[config.mk]
export PLATFORM = sky130hd
export DESIGN_NAME = line_rasterizer
export DESIGN_NICKNAME = d
export VERILOG_FILES = /design/src/rtl/lrast_pkg.sv /design/src/rtl/lrast_front.sv /design/src/rtl/lrast_queue.sv /design/src/rtl/lrast_back.sv /design/src/rtl/line_rasterizer.sv
export SDC_FILE = /design/constraint.sdc
export NUM_CORES = 1
export LEC_CHECK = 0
export ABC_CLOCK_PERIOD_IN_PS = 8300
export BUFFER_PORTS_ARGS = -buffer_cell sky130_fd_sc_hd__buf_2
export CAP_MARGIN = 20
export CORE_UTILIZATION = 50
export DETAILED_ROUTE_END_ITERATION = 7
export PLACE_DENSITY = 0.64
export SLEW_MARGIN = 20
export SYNTH_ARGS = -nofsm -noshare
export SYNTH_HDL_FRONTEND = slang
export SYNTH_SLANG_ARGS = --single-unit
[constraint.sdc]
create_clock -name clk -period 8.3 [get_ports clk]
set_clock_uncertainty 0.15 [all_clocks]
set_input_delay 0.415 -clock clk [delete_from_list [all_inputs] [get_ports clk]]
set_output_delay 0.415 -clock clk [all_outputs]
set_load 0.005 [all_outputs]
[src/rtl/lrast_pkg.sv]
// types and constants shared by the line rasteriser modules
`timescale 1ns / 1ps
package lrast_pkg;

  localparam int CoordW = 6;
  localparam int QDepth = 2;

  typedef logic [CoordW-1:0] coord_t;

  typedef struct packed {
    coord_t start_x;
    coord_t start_y;
    coord_t end_x;
    coord_t end_y;
  } endpoints_t;

  typedef struct packed {
    coord_t pixel_x;
    coord_t pixel_y;
    logic   in_grid;
    logic   last_pixel;
  } pixel_t;

  // one classified line, major coordinate rising
  typedef struct packed {
    logic   steep;
    logic   up;
    coord_t m0;
    coord_t m1;
    coord_t n0;
    coord_t major_span;
    coord_t minor_span;
  } line_t;

endpackage

[src/rtl/lrast_front.sv]
// front end: clamps endpoints, picks the major axis and orders the endpoints
`timescale 1ns / 1ps
module lrast_front #(
  parameter int COORD_MAX = 63
) (
  input  lrast_pkg::endpoints_t endpoints,
  input  logic                  push,
  input  logic                  q_full,
  output logic                  full,
  output logic                  q_wr,
  output lrast_pkg::line_t      q_line
);
  import lrast_pkg::*;

  coord_t ax, ay, bx, by;
  coord_t span_x, span_y;
  coord_t ma, na, mb, nb;
  logic   steep;

  function automatic coord_t clamp(input coord_t c);
    coord_t r;
    r = c;
    if ({2'b00, c} > 8'(COORD_MAX)) r = CoordW'(COORD_MAX);
    return r;
  endfunction

  always_comb begin
    ax = clamp(endpoints.start_x);
    ay = clamp(endpoints.start_y);
    bx = clamp(endpoints.end_x);
    by = clamp(endpoints.end_y);
    span_x = (ax > bx) ? ax - bx : bx - ax;
    span_y = (ay > by) ? ay - by : by - ay;
    steep = span_y > span_x;
    if (steep) begin
      ma = ay; na = ax; mb = by; nb = bx;
    end else begin
      ma = ax; na = ay; mb = bx; nb = by;
    end
    q_line.steep      = steep;
    q_line.major_span = steep ? span_y : span_x;
    q_line.minor_span = steep ? span_x : span_y;
    if (ma > mb) begin
      q_line.m0 = mb;
      q_line.m1 = ma;
      q_line.n0 = nb;
      q_line.up = na > nb;
    end else begin
      q_line.m0 = ma;
      q_line.m1 = mb;
      q_line.n0 = na;
      q_line.up = nb > na;
    end
  end

  assign full = q_full;
  assign q_wr = push && !q_full;

endmodule

[src/rtl/lrast_queue.sv]
// short queue of classified lines between front and back
`timescale 1ns / 1ps
module lrast_queue (
  input  logic             clk,
  input  logic             rst,
  input  logic             wr,
  input  lrast_pkg::line_t wdata,
  input  logic             rd,
  output lrast_pkg::line_t rdata,
  output logic             full,
  output logic             valid
);
  import lrast_pkg::*;

  localparam int PtrW = (QDepth > 1) ? $clog2(QDepth) : 1;
  localparam int CntW = $clog2(QDepth + 1);

  line_t           slots [QDepth];
  logic [PtrW-1:0] wptr, rptr;
  logic [CntW-1:0] count;

  function automatic logic [PtrW-1:0] bump(input logic [PtrW-1:0] p);
    logic [PtrW-1:0] r;
    r = (p == PtrW'(QDepth - 1)) ? '0 : p + 1'b1;
    return r;
  endfunction

  always_ff @(posedge clk) begin
    if (wr) slots[wptr] <= wdata;
  end

  always_ff @(posedge clk) begin
    if (rst) begin
      wptr  <= '0;
      rptr  <= '0;
      count <= '0;
    end else begin
      if (wr) wptr <= bump(wptr);
      if (rd) rptr <= bump(rptr);
      if (wr && !rd) count <= count + 1'b1;
      else if (rd && !wr) count <= count - 1'b1;
    end
  end

  assign rdata = slots[rptr];
  assign full  = count == CntW'(QDepth);
  assign valid = count != '0;

`ifndef ASSERT_OFF
  a_no_underflow: assert property (@(posedge clk) disable iff (rst) rd |-> count != '0)
    else $error("queue read while empty");
  a_no_overflow: assert property (@(posedge clk) disable iff (rst)
    wr |-> count != CntW'(QDepth))
    else $error("queue write while full");
  a_count_bound: assert property (@(posedge clk) disable iff (rst) count <= CntW'(QDepth))
    else $error("queue count out of range");
`endif

endmodule

[src/rtl/lrast_back.sv]
// back end: steps one line a pixel at a time into the result register
`timescale 1ns / 1ps
module lrast_back #(
  parameter int GRID = 10
) (
  input  logic               clk,
  input  logic               rst,
  input  logic               q_valid,
  input  lrast_pkg::line_t   q_line,
  output logic               q_rd,
  input  logic               pop,
  output logic               empty,
  output lrast_pkg::pixel_t  pixel
);
  import lrast_pkg::*;

  logic         active;
  line_t        ln;
  coord_t       m, minor;
  logic [6:0]   err;
  logic [6:0]   err_sub;
  logic         ovalid;
  logic         advance;
  logic         cur_last;
  coord_t       px, py;

  assign q_rd     = !active && q_valid;
  assign advance  = active && (!ovalid || pop);
  assign cur_last = m == ln.m1;
  assign px       = ln.steep ? minor : m;
  assign py       = ln.steep ? m : minor;
  assign err_sub  = err - {1'b0, ln.minor_span};

  always_ff @(posedge clk) begin
    if (rst) begin
      active <= 1'b0;
      ovalid <= 1'b0;
    end else begin
      if (q_rd) active <= 1'b1;
      else if (advance && cur_last) active <= 1'b0;
      if (advance) ovalid <= 1'b1;
      else if (pop) ovalid <= 1'b0;
    end
  end

  always_ff @(posedge clk) begin
    if (q_rd) begin
      ln    <= q_line;
      m     <= q_line.m0;
      minor <= q_line.n0;
      err   <= {2'b00, q_line.major_span[CoordW-1:1]};
    end else if (advance) begin
      m <= m + 1'b1;
      if (err_sub[6]) begin
        minor <= ln.up ? minor + 1'b1 : minor - 1'b1;
        err   <= err_sub + {1'b0, ln.major_span};
      end else begin
        err <= err_sub;
      end
    end
  end

  always_ff @(posedge clk) begin
    if (advance) begin
      pixel.pixel_x    <= px;
      pixel.pixel_y    <= py;
      pixel.in_grid    <= ({1'b0, px} < 7'(GRID)) && ({1'b0, py} < 7'(GRID));
      pixel.last_pixel <= cur_last;
    end
  end

  assign empty = !ovalid;

`ifndef ASSERT_OFF
  a_stop_after_last: assert property (@(posedge clk) disable iff (rst)
    advance && cur_last |=> !active)
    else $error("stepper kept running past the last pixel");
  a_major_in_range: assert property (@(posedge clk) disable iff (rst) active |-> m <= ln.m1)
    else $error("major coordinate passed the end point");
  a_err_nonneg: assert property (@(posedge clk) disable iff (rst) active |-> !err[6])
    else $error("error term negative between steps");
`endif

endmodule

[src/rtl/line_rasterizer.sv]
// top level of the Bresenham line rasteriser
`timescale 1ns / 1ps
// Takes a pair of endpoints per beat and delivers the pixels of the line between them,
// ordered by rising major coordinate, one beat per pixel with in_grid and last_pixel flags.
// The front end classifies a line in the cycle it is pushed and stores it in a two-entry
// queue, so full rises only once two lines wait behind the one being drawn. The back-end
// stepper loads a line and then steps one pixel per cycle while pop stays high, stalling
// whenever the result register is held; a line of N pixels (N = major span + 1, 1 to 64)
// occupies it until its last pixel is stepped; only then is the next line loaded.
module line_rasterizer #(
  parameter int GRID      = 10,
  parameter int COORD_MAX = 63
) (
  input  logic                  clk,
  input  logic                  rst,
  input  lrast_pkg::endpoints_t endpoints,
  input  logic                  push,
  output logic                  full,
  output lrast_pkg::pixel_t     pixel,
  output logic                  empty,
  input  logic                  pop
);
  import lrast_pkg::*;

  logic  q_wr, q_rd, q_full, q_valid;
  line_t q_wdata, q_rdata;

  lrast_front #(.COORD_MAX(COORD_MAX)) u_front (
    .endpoints (endpoints),
    .push      (push),
    .q_full    (q_full),
    .full      (full),
    .q_wr      (q_wr),
    .q_line    (q_wdata)
  );

  lrast_queue u_queue (
    .clk   (clk),
    .rst   (rst),
    .wr    (q_wr),
    .wdata (q_wdata),
    .rd    (q_rd),
    .rdata (q_rdata),
    .full  (q_full),
    .valid (q_valid)
  );

  lrast_back #(.GRID(GRID)) u_back (
    .clk     (clk),
    .rst     (rst),
    .q_valid (q_valid),
    .q_line  (q_rdata),
    .q_rd    (q_rd),
    .pop     (pop),
    .empty   (empty),
    .pixel   (pixel)
  );

endmodule
# == After elaboration in Yosys (flattened, before gate mapping) ==
# Memories as Yosys holds them, arrays and structs flattened. A register that Yosys moved wholly into a read port is not among the register bits.
# Index checks and enable logic that the tools add are counted.
# totals
output_inout_bits,16
wordCells,94
input_bits,28
regBits,59
memories,1
ram_bits,64
# op_classes
muxes,32
n_eq_ne,2
addsub,13
order_cmp,8
reduce_logical,20
# memory_table
memory,words,width,read_ports,rd_clocked_by_memory_dff,write_ports,line,rtl
u_queue.slots,2,32,1,1,1,lrast_queue.sv:18,line_t slots [QDepth];
# op_table
operator,count
6-bit two-way mux,16
6-bit > comparator,6
6-bit subtractor,4
19-bit two-way mux,1
6-bit by 1-bit adder with 6-bit output (second input constant),2
6-bit by 4-bit less-than comparator with 1-bit output (second input constant),2
2-bit nonzero test,6
1-bit two-way mux,10
5-bit two-way mux,2
7-bit by 6-bit adder with 7-bit output,1
1-bit logical AND,7
7-bit two-way mux,1
7-bit by 6-bit subtractor with 7-bit output,1
6-bit equality test,1
6-bit by 1-bit subtractor with 6-bit output (second input constant),1
1-bit zero test,5
2-bit two-way mux,2
1-bit adder (second input constant),2
2-bit by 1-bit adder with 2-bit output (second input constant),1
2-bit equality test (second input constant),1
2-bit AND reduction,1
2-bit by 1-bit subtractor with 2-bit output (second input constant),1
1-bit logical OR,1

# == Depth between registers and ports, before layout ==
# logic_depth
word_depth,7
ltp_mapped,26
ltp_nobuf,23

# == Modules after synthesis ==
# Synthesis repeated with hierarchy kept, for this count alone.
# unflattened
cells_unflattened,632
area_unflattened_um2,7654.8
# by_module_without_submodules
module,area_per_inst_um2,seq_area_each_um2,cells_per_inst,n_inst
lrast_back,2960.3,1611.5,244,1
lrast_queue,2519.9,2021.9,122,1
lrast_front,2174.6,0.0,266,1

# == Worst setup path before layout ==
# Ideal clock, no wire load.
# synth_path
path_type,in2reg
startpoint,input endpoints[12] in the netlist's numbering
endpoint,memory u_queue.slots[0][26] in the netlist's numbering (data pin)
t_required_ps,7880
n_path_buf,3
setup_ps,270
path_stages,24
arrival_time_ps,4794
path_slack_ps,3086
cell_sequence,inv_1 > ha_1 > inv_1 > fa_1 > a211oi_1 > o21ai_0 > o211ai_2 > mux2i_1 > xnor2_1 > inv_1 > ha_1 > a21oi_1 > a21boi_0 > o32a_1 > buf_2 > buf_2 > mux2i_1 > ha_1 > nand4_1 > o21ai_0 > o22ai_2 > buf_4 > mux2i_1 > mux2i_1
# synth_lines
item,line,rtl
start: declaration,line_rasterizer.sv:16,"input lrast_pkg::endpoints_t endpoints,"
end: declaration,lrast_queue.sv:18,

==> flow_metrics.py <==
metrics = {
    "status": {
        "outcome": "complete, no violations",
    },
    "worst_hold_path": {
        "hold_end": "u_back.ovalid",
        "hp-start": "rst",
        "hp-class": "input port to flop",
        "holdPathStages": 2,
    },
    "worst_setup_path": {
        "r2r-end": "u_back.minor[2]",
        "path_class": "input port to flop",
        "critPathArrivalTime_ps": 5780,
        "cp-start-kind": "input port",
        "worstPathMaxFanout": 40,
        "r2r_cells": 9,
        "reg2reg_slack_ps": 5130,
        "r2r_start": "u_back.err[0]",
        "crit_required_ps": 8280,
        "end_kind": "flop",
    },
    "place": {
        "gp_congestion": 0.875,
        "place.port_buffers": 43,
        "hpwl_mm": 10.7,
        "dpl_cell_area_um2": 7870,
    },
    "logic_synthesis": {
        "syn_nets": 707,
        "synthArstFlopShare": 0,
        "synth_area_per_cell_um2": 12.2,
        "synth_edf_count": 115,
        "ys_types": 49,
        "ys_seq_area_frac": 0.487,
        "ys_ff_latch": 124,
        "postSynthCellCount": 614,
        "synthFlopType": "edfxtp_1",
        "yosys_warnings": 0,
        "syn_area_um2": 7470,
    },
    "timing": {
        "fin_tns_setup_ps": 0,
        "max-slew-margin-rel": 0.350,
        "fmax_mhz": 172,
        "timing.final.crit_share": 0.699,
        "worst_pin_slew_ps": 965,
        "setup_viol": 0,
        "min_period_ps": 5800,
        "slew_violations": 0,
        "rsz0062_at_grt": "false",
        "hold_viol_final": 0,
    },
    "global_routing": {
        "grt_max_degree": 41,
        "gr-total-overflow": 0,
        "antenna_found_initial": 0,
        "grt_pass1_vias": 4718,
        "grt_usage": 0.197,
        "grt_first_pass_wirelength_mm": 24.0,
    },
    "routing": {
        "drc_errors": 0,
        "dr.first_iter.drc_count": 208,
        "routed_wl_mm": 14.5,
        "wl_per_cell_um": 16.9,
        "via_count": 4720,
        "final_antenna_net_count": 0,
        "vias_per_cell": 5.49,
        "drt_first_pass_iters": 4,
    },
    "clock_tree": {
        "clk_latency_ps": 400,
        "ctsHoldBuffers": 0,
        "root_buffer": "clkbuf_16",
        "cts_tree": "built",
        "cts.clk_slew.worst_paths_ps": 60,
        "post_cts_buffers": 0,
        "htree_levels": 4,
        "cts_max_path_buffers": 2,
        "cts_made_buffers": 17,
        "clock-sinks": 124,
        "cts-resized-gates": 0,
    },
    "run": {
        "drv_cap": 0,
    },
    "floorplanning": {
        "ios": 44,
        "rows": 44,
        "core-area_um2": 14500,
        "fp.dieArea_um2": 15400,
        "die_x_um": 124,
        "die_y_um": 124,
        "start_util": 0.514,
    },
    "finish": {
        "area.growth.synth_to_final_pct": 13.3,
        "drive_gt1_frac": 0.182,
        "finish.net_count": 755,
        "diodes": 0,
        "fin_util": 0.582,
        "fillers": 1224,
        "fin_area_um2": 8460,
    },
    "pwr": {
        "power-per-cell-area_nw_per_um2": 472,
        "p_leak_nw": 3.54,
        "vdd.ir_drop.worst_v": 0.000307,
        "p_total_mw": 3.99,
    },
}
==> state kept, by name (all words and copies together), names as in the netlist, named ones only <==
name	cells
u_back.ln	20
u_back.pixel	14
u_back.m	6
u_back.err	7
u_back.minor	6
u_queue.count	2
u_queue.slots	64
u_back.active	1
u_back.ovalid	1
u_queue.rptr	1
u_queue.wptr	1
==> worst max-delay path, cell delays in order <==
cell and delay (ps):
buf_2 140, inv_1 60, ha_1 140, inv_1 50
fa_1 400, a211oi_1 220, o21ai_0 140, o211ai_2 180
mux2i_1 290, xor2_1 280, inv_1 80, ha_1 300
nand4_1 120, nor2_1 140, o32a_2 740, buf_4 510
o21ai_0 150, ha_1 290, nand2_1 60, o22ai_2 110
buf_4 390, mux2i_1 360, mux2i_1 150
==> routing by layer <==
layer	track usage	up-vias	wire, um
met2	0.320	96	6870
li1	-	2352	-
met1	0.262	2250	6880
met4	0.0687	0	295
met5	0	-	0
met3	0.0388	22	435
==> synth_stat cells, types with 3 or more instances <==
cell      count  share of area
clkbuf_1      7         0.0035
xnor2_1      20          0.023
o21bai_1      3         0.0030
mux2i_1      90           0.12
nand4_1       5         0.0042
nor2_1       23          0.012
and3_1        4         0.0034
dfxtp_1       9          0.024
nor2b_1       6         0.0050
ha_1         58          0.097
a211oi_1      6         0.0060
buf_1         3         0.0015
and2_1        3         0.0025
o21a_1        4         0.0040
nand3_1       5         0.0034
edfxtp_1    115           0.46
a21oi_1      30          0.020
o21ai_0      35          0.023
inv_1        51          0.026
a221oi_1      5         0.0059
a21o_1        8         0.0080
buf_4         3         0.0030
nand2_1      33          0.017
buf_2         7         0.0047
mux2_2       34          0.051
fa_1          7          0.019
xor2_1       13          0.015
==> logic make-up after synthesis <==
family	count (synthesis)	synth area share
AOI/OAI and AO/OA	106	0.0903
xor gates and xnor gates	34	0.0409
adders and majority gates	65	0.116
buffers and inverters	71	0.0384
DFF	124	0.487
muxes	124	0.172
and+or+nand+nor	90	0.0560
==> stage by stage <==
step / hold slack (ps) / cells / worst slack (ps)
after CTS: 94.6 / 859 / 2560
final: 110 / 859 / 2500
after global placement: 318 / 827 / 2230
after global routing: 106 / 859 / 2030
after detailed placement: 342 / 827 / 2130
after floorplan: 301 / 614 / 3090
==> how the worst max path moves through the flow <==
stage / end / slack (ps) / startpoint
CTS: u_queue.slots[0][12] / 2560 / endpoints[12]
finish: u_queue.slots[0][12] / 2500 / endpoints[12]
floorplan: u_queue.slots[0][26] / 3090 / endpoints[12]
global route: u_queue.slots[0][12] / 2030 / endpoints[12]
global placement: u_queue.slots[0][12] / 2230 / endpoints[12]
detailed placement: u_queue.slots[0][12] / 2130 / endpoints[12]
==> placed cells by master (no fill, tap or decap), types with 2 or more instances in the layout <==
| master | count |
|---|---|
| a211oi_1 | 6 |
| a21o_1 | 8 |
| a21oi_1 | 30 |
| a21oi_2 | 2 |
| a221oi_1 | 5 |
| and2_1 | 3 |
| and3_1 | 4 |
| buf_2 | 43 |
| buf_4 | 6 |
| bufinv_16 | 3 |
| clkbuf_16 | 17 |
| clkinv_1 | 3 |
| clkinv_4 | 2 |
| clkinvlp_4 | 4 |
| dfxtp_1 | 9 |
| edfxtp_1 | 115 |
| fa_1 | 7 |
| ha_1 | 58 |
| inv_1 | 51 |
| inv_6 | 2 |
| mux2_2 | 34 |
| mux2i_1 | 90 |
| nand2_1 | 33 |
| nand2b_1 | 2 |
| nand3_1 | 5 |
| nand3b_1 | 2 |
| nand4_1 | 5 |
| nor2_1 | 22 |
| nor2b_1 | 6 |
| nor3_1 | 2 |
| nor4_1 | 2 |
| o21a_1 | 4 |
| o21ai_0 | 35 |
| o21bai_1 | 3 |
| xnor2_1 | 20 |
| xor2_1 | 13 |
==> report_power, final <==
| group | total [mW] | leakage (nW) | internal, mW | switching [mW] |
|---|---|---|---|---|
| clock network | 0.738 | 0.278 | 0.470 | 0.268 |
| registers | 1.26 | 1.16 | 1.14 | 0.123 |
| logic | 1.99 | 2.10 | 0.902 | 1.09 |
| total | 3.99 | 3.54 | 2.51 | 1.48 |
==> area by class of cell <==
cell class,instances,area (um2),share of cell area
Sequential cell,124,3630,0.429
Multi-Input combinational cell,419,3550,0.420
Clock buffer,17,425,0.0503
Timing Repair Buffer,49,260,0.0308
Tap cell,184,230,0.0272
Inverter,51,191,0.0226
Clock inverter,15,171,0.0203
Note: power is estimated with default switching activity, not from simulation.
